==> config.mk <==
export PLATFORM = sky130hd
export DESIGN_NAME = led_matrix_counter_renderer_top
export DESIGN_NICKNAME = d
export VERILOG_FILES = /design/src/lmcr_pkg.sv /design/src/lmcr_split.sv /design/src/lmcr_shade.sv /design/src/led_matrix_counter_renderer_top.sv
export SDC_FILE = /design/constraint.sdc
export NUM_CORES = 1
export LEC_CHECK = 0
export BUFFER_PORTS_ARGS = -buffer_cell sky130_fd_sc_hd__buf_2
export CAP_MARGIN = 10
export CORE_MARGIN = 3
export CORE_UTILIZATION = 45
export CTS_BUF_LIST = sky130_fd_sc_hd__clkbuf_16
export DETAILED_ROUTE_END_ITERATION = 16
export HOLD_SLACK_MARGIN = 0.1
export PLACE_DENSITY = 0.71
export SLEW_MARGIN = 10
export SYNTH_ARGS = -nofsm -noshare
export SYNTH_HDL_FRONTEND = slang
export SYNTH_SLANG_ARGS = --single-unit
==> constraint.sdc <==
create_clock -name clk -period 9.8 [get_ports clk]
set_clock_uncertainty 0.15 [all_clocks]
set_input_delay 0.49 -clock clk [delete_from_list [all_inputs] [get_ports clk]]
set_output_delay 0.49 -clock clk [all_outputs]
set_load 0.05 [all_outputs]
==> src/lmcr_pkg.sv <==
// Shared types, font and logo tables for the LED matrix counter renderer.
package lmcr_pkg;

  localparam int ColumnsDefault = 32;

  // Payload widths fixed by the item format.
  localparam int ColW   = 5;
  localparam int RowW   = 3;
  localparam int ShiftW = 6;
  localparam int CountW = 14;
  localparam int ChanW  = 8;
  localparam int IdxW   = 8;

  // Glyph rows, bit x lit for glyph column x.
  localparam logic [4:0] GLYPH_ROWS [10][8] = '{
    '{5'h0E, 5'h11, 5'h19, 5'h15, 5'h13, 5'h11, 5'h0E, 5'h00},
    '{5'h1F, 5'h04, 5'h04, 5'h04, 5'h14, 5'h0C, 5'h04, 5'h00},
    '{5'h1F, 5'h08, 5'h04, 5'h02, 5'h01, 5'h11, 5'h0E, 5'h00},
    '{5'h0E, 5'h11, 5'h01, 5'h06, 5'h01, 5'h11, 5'h0E, 5'h00},
    '{5'h02, 5'h02, 5'h1F, 5'h12, 5'h0A, 5'h06, 5'h02, 5'h00},
    '{5'h0E, 5'h11, 5'h01, 5'h01, 5'h1E, 5'h10, 5'h1F, 5'h00},
    '{5'h0E, 5'h11, 5'h11, 5'h1E, 5'h10, 5'h11, 5'h0E, 5'h00},
    '{5'h04, 5'h04, 5'h04, 5'h04, 5'h02, 5'h01, 5'h1F, 5'h00},
    '{5'h0E, 5'h11, 5'h11, 5'h0E, 5'h11, 5'h11, 5'h0E, 5'h00},
    '{5'h0E, 5'h11, 5'h01, 5'h0F, 5'h11, 5'h11, 5'h0E, 5'h00}
  };

  // Logo masks, bit x = logo column x.
  localparam logic [7:0] LOGO_RED [8] = '{
    8'h00, 8'h7E, 8'hEF, 8'hE7, 8'hEF, 8'h7E, 8'h00, 8'h00
  };
  localparam logic [7:0] LOGO_WHITE [8] = '{
    8'h00, 8'h00, 8'h10, 8'h18, 8'h10, 8'h00, 8'h00, 8'h00
  };

  // Pixel beat after the input register.
  typedef struct packed {
    logic [ColW-1:0]   column;
    logic [RowW-1:0]   row;
    logic [ShiftW-1:0] shift;
    logic [CountW-1:0] count;
  } pix_t;

  // Beat after the split stage: decimal quotients plus pixel geometry.
  typedef struct packed {
    logic [4:0]        q1000;
    logic [7:0]        q100;
    logic [10:0]       q10;
    logic [CountW-1:0] count;
    logic [RowW-1:0]   row;
    logic [IdxW-1:0]   led_index;
    logic              content;
    logic              logo;
    logic [1:0]        slot;
    logic [2:0]        gx;
  } split_t;

  // Result beat.
  typedef struct packed {
    logic [ChanW-1:0] blue;
    logic [ChanW-1:0] green;
    logic [ChanW-1:0] red;
    logic [IdxW-1:0]  led_index;
  } res_t;

  function automatic logic [4:0] glyph_row(input logic [3:0] digit,
                                           input logic [RowW-1:0] row);
    logic [4:0] bits;
    bits = 5'h00;
    if (digit <= 4'd9) begin
      bits = GLYPH_ROWS[digit][row];
    end
    return bits;
  endfunction

endpackage

==> src/lmcr_split.sv <==
// Split stage: decimal quotients by reciprocal multiply, content column, strip index.
module lmcr_split #(
  parameter int COLUMNS = lmcr_pkg::ColumnsDefault
) (
  input  logic            clk,
  input  logic            en,
  input  lmcr_pkg::pix_t  pix,
  output lmcr_pkg::split_t split_r
);
  import lmcr_pkg::*;

  localparam int RawW  = $clog2(8 * COLUMNS) + 1;
  localparam int WideW = (RawW > IdxW) ? RawW : IdxW;

  // v/10, v/100, v/1000 exact for v < 2**14
  localparam logic [15:0] Recip10   = 16'd52429;
  localparam logic [12:0] Recip100  = 13'd5243;
  localparam logic [14:0] Recip1000 = 15'd16778;

  logic [29:0]      p10;
  logic [26:0]      p100;
  logic [28:0]      p1000;
  logic [7:0]       local_col;
  logic [4:0]       lc;
  logic [1:0]       slot;
  logic [4:0]       slot_base;
  logic [4:0]       dx;
  logic             on_matrix;
  logic [WideW-1:0] row_w;
  logic [WideW-1:0] idx_w;
  split_t           split_nxt;

  always_comb begin
    p10   = 30'(pix.count) * 30'(Recip10);
    p100  = 27'(pix.count) * 27'(Recip100);
    p1000 = 29'(pix.count) * 29'(Recip1000);

    on_matrix = WideW'(pix.column) < WideW'(COLUMNS);
    row_w     = WideW'(pix.row);
    if (!on_matrix) begin
      idx_w = '0;
    end else if (!pix.row[0]) begin
      idx_w = row_w * WideW'(COLUMNS) + WideW'(pix.column);
    end else begin
      idx_w = (row_w + WideW'(1)) * WideW'(COLUMNS) - WideW'(pix.column) - WideW'(1);
    end

    local_col = {3'b000, pix.column} - {{2{pix.shift[ShiftW-1]}}, pix.shift};
    lc        = local_col[4:0];

    if (lc >= 5'd18) begin
      slot = 2'd3;
    end else if (lc >= 5'd12) begin
      slot = 2'd2;
    end else if (lc >= 5'd6) begin
      slot = 2'd1;
    end else begin
      slot = 2'd0;
    end
    slot_base = {1'b0, slot, 2'b00} + {2'b00, slot, 1'b0};
    dx        = lc - slot_base;

    split_nxt.q1000     = p1000[28:24];
    split_nxt.q100      = p100[26:19];
    split_nxt.q10       = p10[29:19];
    split_nxt.count     = pix.count;
    split_nxt.row       = pix.row;
    split_nxt.led_index = idx_w[IdxW-1:0];
    split_nxt.content   = on_matrix && (local_col[7:5] == 3'b000);
    split_nxt.logo      = (lc[4:3] == 2'b11);
    split_nxt.slot      = slot;
    split_nxt.gx        = split_nxt.logo ? lc[2:0] : dx[2:0];
  end

  always_ff @(posedge clk) begin
    if (en) begin
      split_r <= split_nxt;
    end
  end

endmodule

==> src/lmcr_shade.sv <==
// Shade stage: digit extraction, zero blanking, glyph and logo lookup, colour.
module lmcr_shade (
  input  logic                          clk,
  input  logic                          en,
  input  logic [lmcr_pkg::ChanW-1:0]    brightness,
  input  lmcr_pkg::split_t              split,
  output lmcr_pkg::res_t                res_r
);
  import lmcr_pkg::*;

  typedef enum logic [1:0] {
    COL_BLACK,
    COL_RED,
    COL_WHITE
  } colour_t;

  logic [7:0]  d2_w;
  logic [10:0] d1_w;
  logic [13:0] d0_w;
  logic [4:0]  d3;
  logic [3:0]  d2;
  logic [3:0]  d1;
  logic [3:0]  d0;
  logic        lead3;
  logic        lead2;
  logic        lead1;
  logic        lead0;
  logic [3:0]  dsel;
  logic        show;
  logic [7:0]  gbits;
  colour_t     colour;
  res_t        res_nxt;

  always_comb begin
    d3   = split.q1000;
    d2_w = split.q100 - {split.q1000[4:0], 3'b000} - {2'b00, split.q1000, 1'b0};
    d1_w = split.q10 - {split.q100, 3'b000} - {2'b00, split.q100, 1'b0};
    d0_w = split.count - {split.q10, 3'b000} - {2'b00, split.q10, 1'b0};
    d2   = d2_w[3:0];
    d1   = d1_w[3:0];
    d0   = d0_w[3:0];

    // Blank leading zeros; an oversized thousands digit still enables the rest.
    lead3 = (d3 != 5'd0);
    lead2 = lead3 || (d2 != 4'd0);
    lead1 = lead2 || (d1 != 4'd0);
    lead0 = lead1 || (d0 != 4'd0);

    case (split.slot)
      2'd3: begin
        dsel = d3[3:0];
        show = lead3 && (d3 < 5'd10);
      end
      2'd2: begin
        dsel = d2;
        show = lead2;
      end
      2'd1: begin
        dsel = d1;
        show = lead1;
      end
      default: begin
        dsel = d0;
        show = lead0;
      end
    endcase

    gbits  = {3'b000, glyph_row(dsel, split.row)};
    colour = COL_BLACK;
    if (split.content) begin
      if (split.logo) begin
        if (LOGO_WHITE[split.row][split.gx]) begin
          colour = COL_WHITE;
        end else if (LOGO_RED[split.row][split.gx]) begin
          colour = COL_RED;
        end
      end else if (show && (split.gx < 3'd5) && gbits[split.gx]) begin
        colour = COL_WHITE;
      end
    end

    res_nxt.led_index = split.led_index;
    res_nxt.red       = (colour != COL_BLACK) ? brightness : '0;
    res_nxt.green     = (colour == COL_WHITE) ? brightness : '0;
    res_nxt.blue      = (colour == COL_WHITE) ? brightness : '0;
  end

  always_ff @(posedge clk) begin
    if (en) begin
      res_r <= res_nxt;
    end
  end

endmodule

==> src/led_matrix_counter_renderer_top.sv <==
// Top level of the LED matrix counter renderer: handshake, brightness register, pipeline.
//
// Renders one pixel of an 8-row matrix showing a four-digit decimal counter beside a
// two-colour logo, plus the pixel's serpentine strip index. Each input beat carries a
// column, a row, a scroll offset and the counter value; one result beat follows per
// input beat. The pipeline has three register stages (input, decimal split, shade), and
// a result beat is offered after passing through all three in that order, and a new pixel
// is accepted every cycle as long as the result side keeps taking beats.
// Ready falls only when all three stages hold beats and the output is stalled. Write
// brightness while no pixels are in flight; it takes effect for pixels accepted
// afterwards.
module led_matrix_counter_renderer_top #(
  parameter int COLUMNS = lmcr_pkg::ColumnsDefault
) (
  input  logic        clk,
  input  logic        rst_n,
  input  logic        in_tvalid,
  output logic        in_tready,
  // [4:0] pixel_column, [7:5] pixel_row, [13:8] scroll_shift, [27:14] count_value
  input  logic [31:0] in_tdata,
  output logic        out_tvalid,
  input  logic        out_tready,
  // [7:0] led_index, [15:8] red, [23:16] green, [31:24] blue
  output logic [31:0] out_tdata,
  input  logic        cfg_valid,
  output logic        cfg_ready,
  input  logic [7:0]  cfg_data
);
  import lmcr_pkg::*;

  logic             v1_r;
  logic             v2_r;
  logic             vo_r;
  logic             v1_nxt;
  logic             v2_nxt;
  logic             vo_nxt;
  logic             ld1;
  logic             ld2;
  logic             ldo;
  logic [ChanW-1:0] bright_r;
  logic [ChanW-1:0] bright_nxt;
  pix_t             pix_r;
  split_t           split;
  res_t             res;

  // Each stage loads when empty or when the stage after it moves on.
  assign ldo       = !vo_r || out_tready;
  assign ld2       = !v2_r || ldo;
  assign ld1       = !v1_r || ld2;
  assign in_tready = ld1;
  assign cfg_ready = 1'b1;

  always_comb begin
    v1_nxt     = ld1 ? in_tvalid : v1_r;
    v2_nxt     = ld2 ? v1_r : v2_r;
    vo_nxt     = ldo ? v2_r : vo_r;
    bright_nxt = cfg_valid ? cfg_data : bright_r;
  end

  always_ff @(posedge clk) begin
    if (!rst_n) begin
      v1_r     <= 1'b0;
      v2_r     <= 1'b0;
      vo_r     <= 1'b0;
      bright_r <= 8'd32;
    end else begin
      v1_r     <= v1_nxt;
      v2_r     <= v2_nxt;
      vo_r     <= vo_nxt;
      bright_r <= bright_nxt;
    end
  end

  always_ff @(posedge clk) begin
    if (ld1) begin
      pix_r.column <= in_tdata[4:0];
      pix_r.row    <= in_tdata[7:5];
      pix_r.shift  <= in_tdata[13:8];
      pix_r.count  <= in_tdata[27:14];
    end
  end

  lmcr_split #(
    .COLUMNS (COLUMNS)
  ) u_split (
    .clk     (clk),
    .en      (ld2),
    .pix     (pix_r),
    .split_r (split)
  );

  lmcr_shade u_shade (
    .clk        (clk),
    .en         (ldo),
    .brightness (bright_r),
    .split      (split),
    .res_r      (res)
  );

  assign out_tvalid = vo_r;
  assign out_tdata  = {res.blue, res.green, res.red, res.led_index};

  // Ready may drop only behind a stalled, full pipeline.
  a_ready_stall: assert property (@(posedge clk) disable iff (!rst_n)
    !in_tready |-> (v1_r && v2_r && vo_r && !out_tready))
    else $error("input stalled without a full, blocked pipeline");

  // A stalled result stays valid and unchanged.
  a_out_hold: assert property (@(posedge clk) disable iff (!rst_n)
    (out_tvalid && !out_tready) |=> (out_tvalid && $stable(out_tdata)))
    else $error("stalled result beat changed");

  // Green and blue are lit together (white only).
  a_green_blue: assert property (@(posedge clk) disable iff (!rst_n)
    out_tvalid |-> (out_tdata[23:16] == out_tdata[31:24]))
    else $error("green and blue channels differ");

  // An accepted beat is held in the input register on the next edge.
  a_fill: assert property (@(posedge clk) disable iff (!rst_n)
    (in_tvalid && in_tready) |=> v1_r)
    else $error("accepted beat lost at the input register");

endmodule

# [Word-level counts from Yosys, hierarchy flattened]
# Memory sizes are Yosys's and may differ from the RTL's.
# Index checks and enable logic that the tools add are counted.
# Widths: inputs -> output; s select.
[classes] shift=0 n_bitwise=2 n_addsub=13 mul=3 eq_ne=5 n_reduce_logical=18 magnitude_cmp=9 n_mux=28 n_div=0
[ops] op="$mux 40" count=2
[ops] op="$mux 8" count=5
[ops] op="$mul 14x14->28 const B" count=1
[ops] op="$sub 4x4->4" count=6
[ops] op="$mul 14x13->23 const B" count=1
[ops] op="$mul 14x16->23 const B" count=1
[ops] op="$bmux 5 s3" count=1
[ops] op="$mux 5" count=3
[ops] op="$mux 2" count=6
[ops] op="$pmux 4 s3" count=1
[ops] op="$reduce_bool 4->1" count=3
[ops] op="$ge 5x5->1 const B" count=2
[ops] op="$bmux 1 s3" count=3
[ops] op="$add 8x5->8" count=1
[ops] op="$eq 2x2->1 const B" count=4
[ops] op="$sub 8x1->8 const B" count=1
[ops] op="$sub 8x5->8" count=1
[ops] op="$sub 6x6->7" count=1
[ops] op="$logic_or 1x1->1" count=6
[ops] op="$ge 5x3->1 const B" count=1
[ops] op="$ge 5x4->1 const B" count=1
[ops] op="$lt 5x4->1 const B" count=1
[ops] op="$mux 1" count=5
[ops] op="$not 4->5" count=1
[ops] op="16 further kinds" count=20
[word_totals] inputBits=45 wordCells=102 register_bits=98 mem_bits_rw=0 output_inout_bits=35 memories=3 latchBits=0 mem_bits_ro=768
[memory_table] name="(name not given)" words=16 word_bits=40 rd=1 rd_ports_with_merged_regs=0 wr=0 line="lmcr_pkg.sv:71" text="bits = GLYPH_ROWS[digit][row];"
[memory_table] name="(name not given)" words=8 word_bits=8 rd=1 rd_ports_with_merged_regs=0 wr=0 line="lmcr_shade.sv:74" text="end else if (LOGO_RED[split.row][split.gx]) begin"
[memory_table] name="(name not given)" words=8 word_bits=8 rd=1 rd_ports_with_merged_regs=0 wr=0 line="lmcr_shade.sv:72" text="if (LOGO_WHITE[split.row][split.gx]) begin"

# [Logic depth before layout (Yosys ltp)]
[depth] depth_word=18 depth_mapped=23 depth_no_buf=23

# [Hierarchy]
# A second synthesis with hierarchy kept.
[hier_totals] cells_unflattened=1360 hier_area_um2=14350.0
[modules_own_cells] mod="lmcr_split" area_each_um2=10507.6 n_inst=1 seq_area_each_um2=1681.6 cells_per_inst=1005
[modules_own_cells] mod="lmcr_shade" area_each_um2=2563.7 n_inst=1 seq_area_each_um2=720.7 cells_per_inst=287
[modules_own_cells] mod="led_matrix_counter_renderer_top" area_each_um2=1278.7 n_inst=1 seq_area_each_um2=1061.0 cells_per_inst=68

# [Least setup slack after synthesis]
# No wires, ideal clock.
[synth_path] path_type="register to register" start="reg pix_r[12] (netlist bit)" end="reg u_split.split_r[35] (netlist bit) (data pin)" arrival_ns=5.555 period_less_slack_ns=5.965 stages_incl_launch_ff=22 setup_ns=0.260 path_buffers=0 path_slack_ns=3.835 path_cell_list="edfxtp_1 -> inv_1 -> ha_1 -> xnor2_1 -> xnor2_1 -> inv_1 -> fa_1 -> inv_1 -> fa_1 -> inv_1 -> fa_1 -> inv_1 -> fa_1 -> inv_1 -> ha_1 -> and4_1 -> and3_1 -> a2111oi_0 -> nor2b_1 -> o21a_1 -> nor2_1 -> xnor2_1"
[synth_between] elab_chain_cells=1
[synth_rtl] item="from (decl)" line="led_matrix_counter_renderer_top.sv:42" text="pix_t pix_r;"
[synth_rtl] item="$mul 14x16->23" line="lmcr_split.sv:34" text="p10 = 30'(pix.count) * 30'(Recip10);"
[synth_rtl] item="via u_split.p10[22]" line="lmcr_split.sv:20" text="logic [29:0] p10;"
[synth_rtl] item="to (signal assigned)" line="lmcr_split.sv:77" text="split_r <= split_nxt;"
[synth_rtl] item="to (decl)" line="lmcr_split.sv:8" text="output lmcr_pkg::split_t split_r"
# The timed path passes the listed nets, and every way through them passes these cells.
# A chain may end at the register's enable or synchronous reset.

# [Worst setup path in the final report]
# Ends and elaborated chain as after synthesis.

==> impl_metrics.csv <==
group,metric,value,unit
synthesis,sequential_to_total_area_share_from_yosys_stat,22.4,%
placement,placed_area,13400,µm²
timing,period_share,69.0,%
synthesis,postSynthRegisterBits,98,
clock_network,clk_root_buffer_cell,"clkbuf_16",
placement,last_weighted_congestion_value_of_the_routability_driven_placer,0.907,
synthesis,synth_top_cells_by_count,"303 x inv_1, 256 x ha_1, 133 x fa_1",
global_routing,first_global_vias,8606,
drt,post-route-drc-count,0,
clock_network,htree_levels,3,
synthesis,postSynthCellCount,1195,
die,die_area,30200,µm²
setup_path,setup.worst_path.class,"reg -> reg",
timing,final.hold.worst_slack,170,ps
cells_and_area,areaGrowthSynthToFinish,8.00,%
die,ios,80,
placement,dp.final_hpwl,21.5,mm
synthesis,synth_adder_area_share,46.3,%
die,starting_density,46.4,%
clock_network,tritoncts,"done",
power,power_density_relative_to_cell_area,246,nW/µm²
clock_network,tritoncts_buffer_count,9,
die,dieWidth,174,µm
timing,remaining_max_slew_budget_at_the_tightest_pin,39.6,%
synthesis,synth_top_flop_cell,"edfxtp_1",
power,p_leak,7.13,nW
cells_and_area,nNetsFinal,1694,
clock_network,worstSkewPairLatency,340,ps
synthesis,synth_mux_area_share,2.45,%
synthesis,ys_types,68,
power,sequential_group_share_of_total_power,18.3,%
setup_path,timing.critical_path.from,"pix_r[12]$_DFFE_PP_",
worst_hold_path,worst_hold_path_type,"in -> reg",
cells_and_area,antenna-diode-count,0,
global_routing,grt_start_max_net_pins,36,
synthesis,synth-simple-area-share,6.48,%
setup_path,critical_path_required,9750,ps
flow_run,maxCapViolCount,0,
power,power.internal,1.82,mW
power,clockPowerShare,9.8,%
synthesis,synth_most_common_cell,"inv_1",
setup_path,rr_startpoint,"pix_r[12]$_DFFE_PP_",
drt,drt-total-wl,26.0,mm
synthesis,post_synth_main_area_contributors,"ha_1 25%, fa_1 21%, edfxtp_1 21%",
synthesis,fraction_of_synthesized_cell_area_taken_by_the_top_area_cell_type,25.3,%
outcome,status,"complete, no violations",
timing,rsz0062_at_grt,"false",
setup_path,timing.critical_path.fanout_max,16,
placement,portBuffers,74,
timing,finalSetupTns,0,ps
drt,post_drt_via_cell_ratio,5.06,
drt,num_vias,8277,
synthesis,largest_family_of_logic_cells_by_synthesized_area,"adder cells",
drt,initialDrtViolationCount,448,
global_routing,antenna_found_initial,0,
synthesis,avgSynthCellArea,10.6,µm²
synthesis,synth_xor_xnor_area_share,4.07,%
clock_network,cts.sink_count,98,
timing,hold_viol_final,0,
power,vdd.ir_drop.worst,0.126,mV
timing,finalCriticalPeriod,6770,ps
synthesis,synth-edff-count,87,
placement,dp_worst_setup_slack,3050,ps
worst_hold_path,holdCritStartpoint,"in_tdata[10]",
synthesis,synthesis.yosys.warnings,0,
synthesis,async_reset_ff_share,0,%
timing,max_freq,0.148,GHz
cells_and_area,fill_count,2496,
die,core_region_area,27300,µm²
drt,final_antenna_net_count,0,
global_routing,grt.total_usage,17.6,%
setup_path,arrival_time_of_the_worst_setup_path,6710,ps
setup_path,cp-start-kind,"flop",
cells_and_area,final_cell_area_excluding_filler_cells,13700,µm²
synthesis,synth_compound_gate_area_share,8.01,%
power,pwr-share-comb,71.9,%
timing,setup_viol_count_final,0,
die,std_cell_rows,60,
synthesis,mappedNetlistNets,1629,
clock_network,cts_post_setup_buffers_inserted,0,
timing,worst_slew_pin_slew,905,ps
drt,wire_length_per_cell_after_detailed_routing,15.9,µm
power,netSwitchingFraction,46.0,%
setup_path,cp-end-kind,"flop",
power,power.net_switching,1.55,mW
clock_network,cts-hold-fix-buffers,0,
die,vertical_die_dimension,174,µm
global_routing,grt_pass1_wl,43.2,mm
global_routing,globalRouteOverflowTotal,0,
synthesis,mappedNetlistArea,12700,µm²
clock_network,cts_resized,0,
synthesis,synth.largest_area_cell,"ha_1",
clock_network,clkTransAtPathRegs,70,ps
timing,slew_violations,0,
cells_and_area,layout-drive-gt1-share,9.49,%
timing,timing.final.ws_setup,3030,ps
drt,dr.pass1.iters,6,
clock_network,cts_max_path_buffers,2,
-- worst max-delay path, cell delays in order, from the launching register on --
cell and delay (ps):
edfxtp_1 850, inv_1 340, ha_1 400, xnor2_1 320
xnor2_1 240, inv_1 110, fa_1 510, inv_1 60
fa_1 530, inv_1 50, fa_1 500, inv_1 50
fa_1 500, inv_1 40, ha_1 290, and4_1 180
and3_1 180, a2111oi_0 690, nor2b_1 130, o21a_1 200
nor2_1 110, xnor2_1 70
-- cell type report --
type	count	area, µm²	share of cell area [%]
Multi-Input combinational cell	764	8530	62.4
Clock inverter	7	51.3	0.375
Sequential cell	98	2830	20.7
Timing Repair Buffer	82	430	3.15
Tap cell	372	465	3.40
Inverter	305	1140	8.37
Clock buffer	9	225	1.65
-- final timing paths --
| path | slack, ps | endpoint | cells past startpoint |
|---|---|---|---|
| hold reg to reg | 260 | u_shade.res_r[7]$_DFFE_PP_ | 0 |
| hold / removal | 170 | pix_r[16]$_DFFE_PP_ | 1 |
| setup reg to reg | 3030 | u_split.split_r[35]$_DFFE_PP_ | 21 |
| setup / recovery | 3030 | u_split.split_r[35]$_DFFE_PP_ | 21 |
-- registers in the layout, indices dropped and copies added, names as in the netlist --
name,count
bright_r,8
v2_r,1
out_tvalid,1
u_shade.res_r,24
pix_r,28
u_split.split_r,35
v1_r,1
-- power by group through the flow --
stage / Clock, mW / Sequential, mW / Combinational (mW)
3_3_place_gp: 0 / 0.622 / 2.34
3_5_place_dp: 0 / 0.623 / 2.40
4_1_cts: 0.339 / 0.614 / 2.42
5_1_grt: 0.354 / 0.623 / 2.78
6_report: 0.331 / 0.614 / 2.42
2_1_floorplan: 0 / 0.632 / 1.92
-- per-stage QoR --
step,power (mW),instances,utilization (%)
after global placement,2.96,1621,49.1
after detailed placement,3.02,1621,49.1
after floorplan,2.55,1195,-
after CTS,3.38,1637,50.1
after global routing,3.76,1637,50.1
final,3.36,1637,50.1
-- cell families after synthesis --
logic type / count (synthesis)
mux: 24
buf+inv: 333
simple gates: 158
xor+xnor: 49
compound gates: 143
other cells: 1
flops: 98
fa+ha+maj: 389
-- metal layers --
| metal | global-route usage, % | share of wire [%] | routed length, µm |
|---|---|---|---|
| met1 | 24.0 | 46 | 11800 |
| met2 | 30.0 | 48 | 12500 |
| met3 | 2.85 | 5.3 | 1380 |
| met4 | 3.12 | 1.1 | 295 |
| met5 | 0 | 0 | 0 |
-- cell usage in the layout (no fill, tap or decap), drive strengths merged, types with 4 or more instances in the layout --
| cell | n |
|---|---|
| inv | 308 |
| ha | 256 |
| fa | 133 |
| edfxtp | 87 |
| buf | 82 |
| nor2 | 34 |
| a21oi | 33 |
| xnor2 | 32 |
| nand2 | 31 |
| o21ai | 24 |
| a21o | 19 |
| and2 | 19 |
| nor2b | 17 |
| nor3 | 17 |
| mux2i | 16 |
| o21a | 14 |
| xor2 | 11 |
| dfxtp | 11 |
| nand2b | 10 |
| a211oi | 10 |
| clkbuf | 9 |
| nand3 | 7 |
| mux4 | 5 |
| o31ai | 5 |
| nand4 | 4 |
| a2111oi | 4 |
| a31oi | 4 |
| and3 | 4 |
| o211ai | 4 |
| a21boi | 4 |
(Power assumes the default switching activity.)
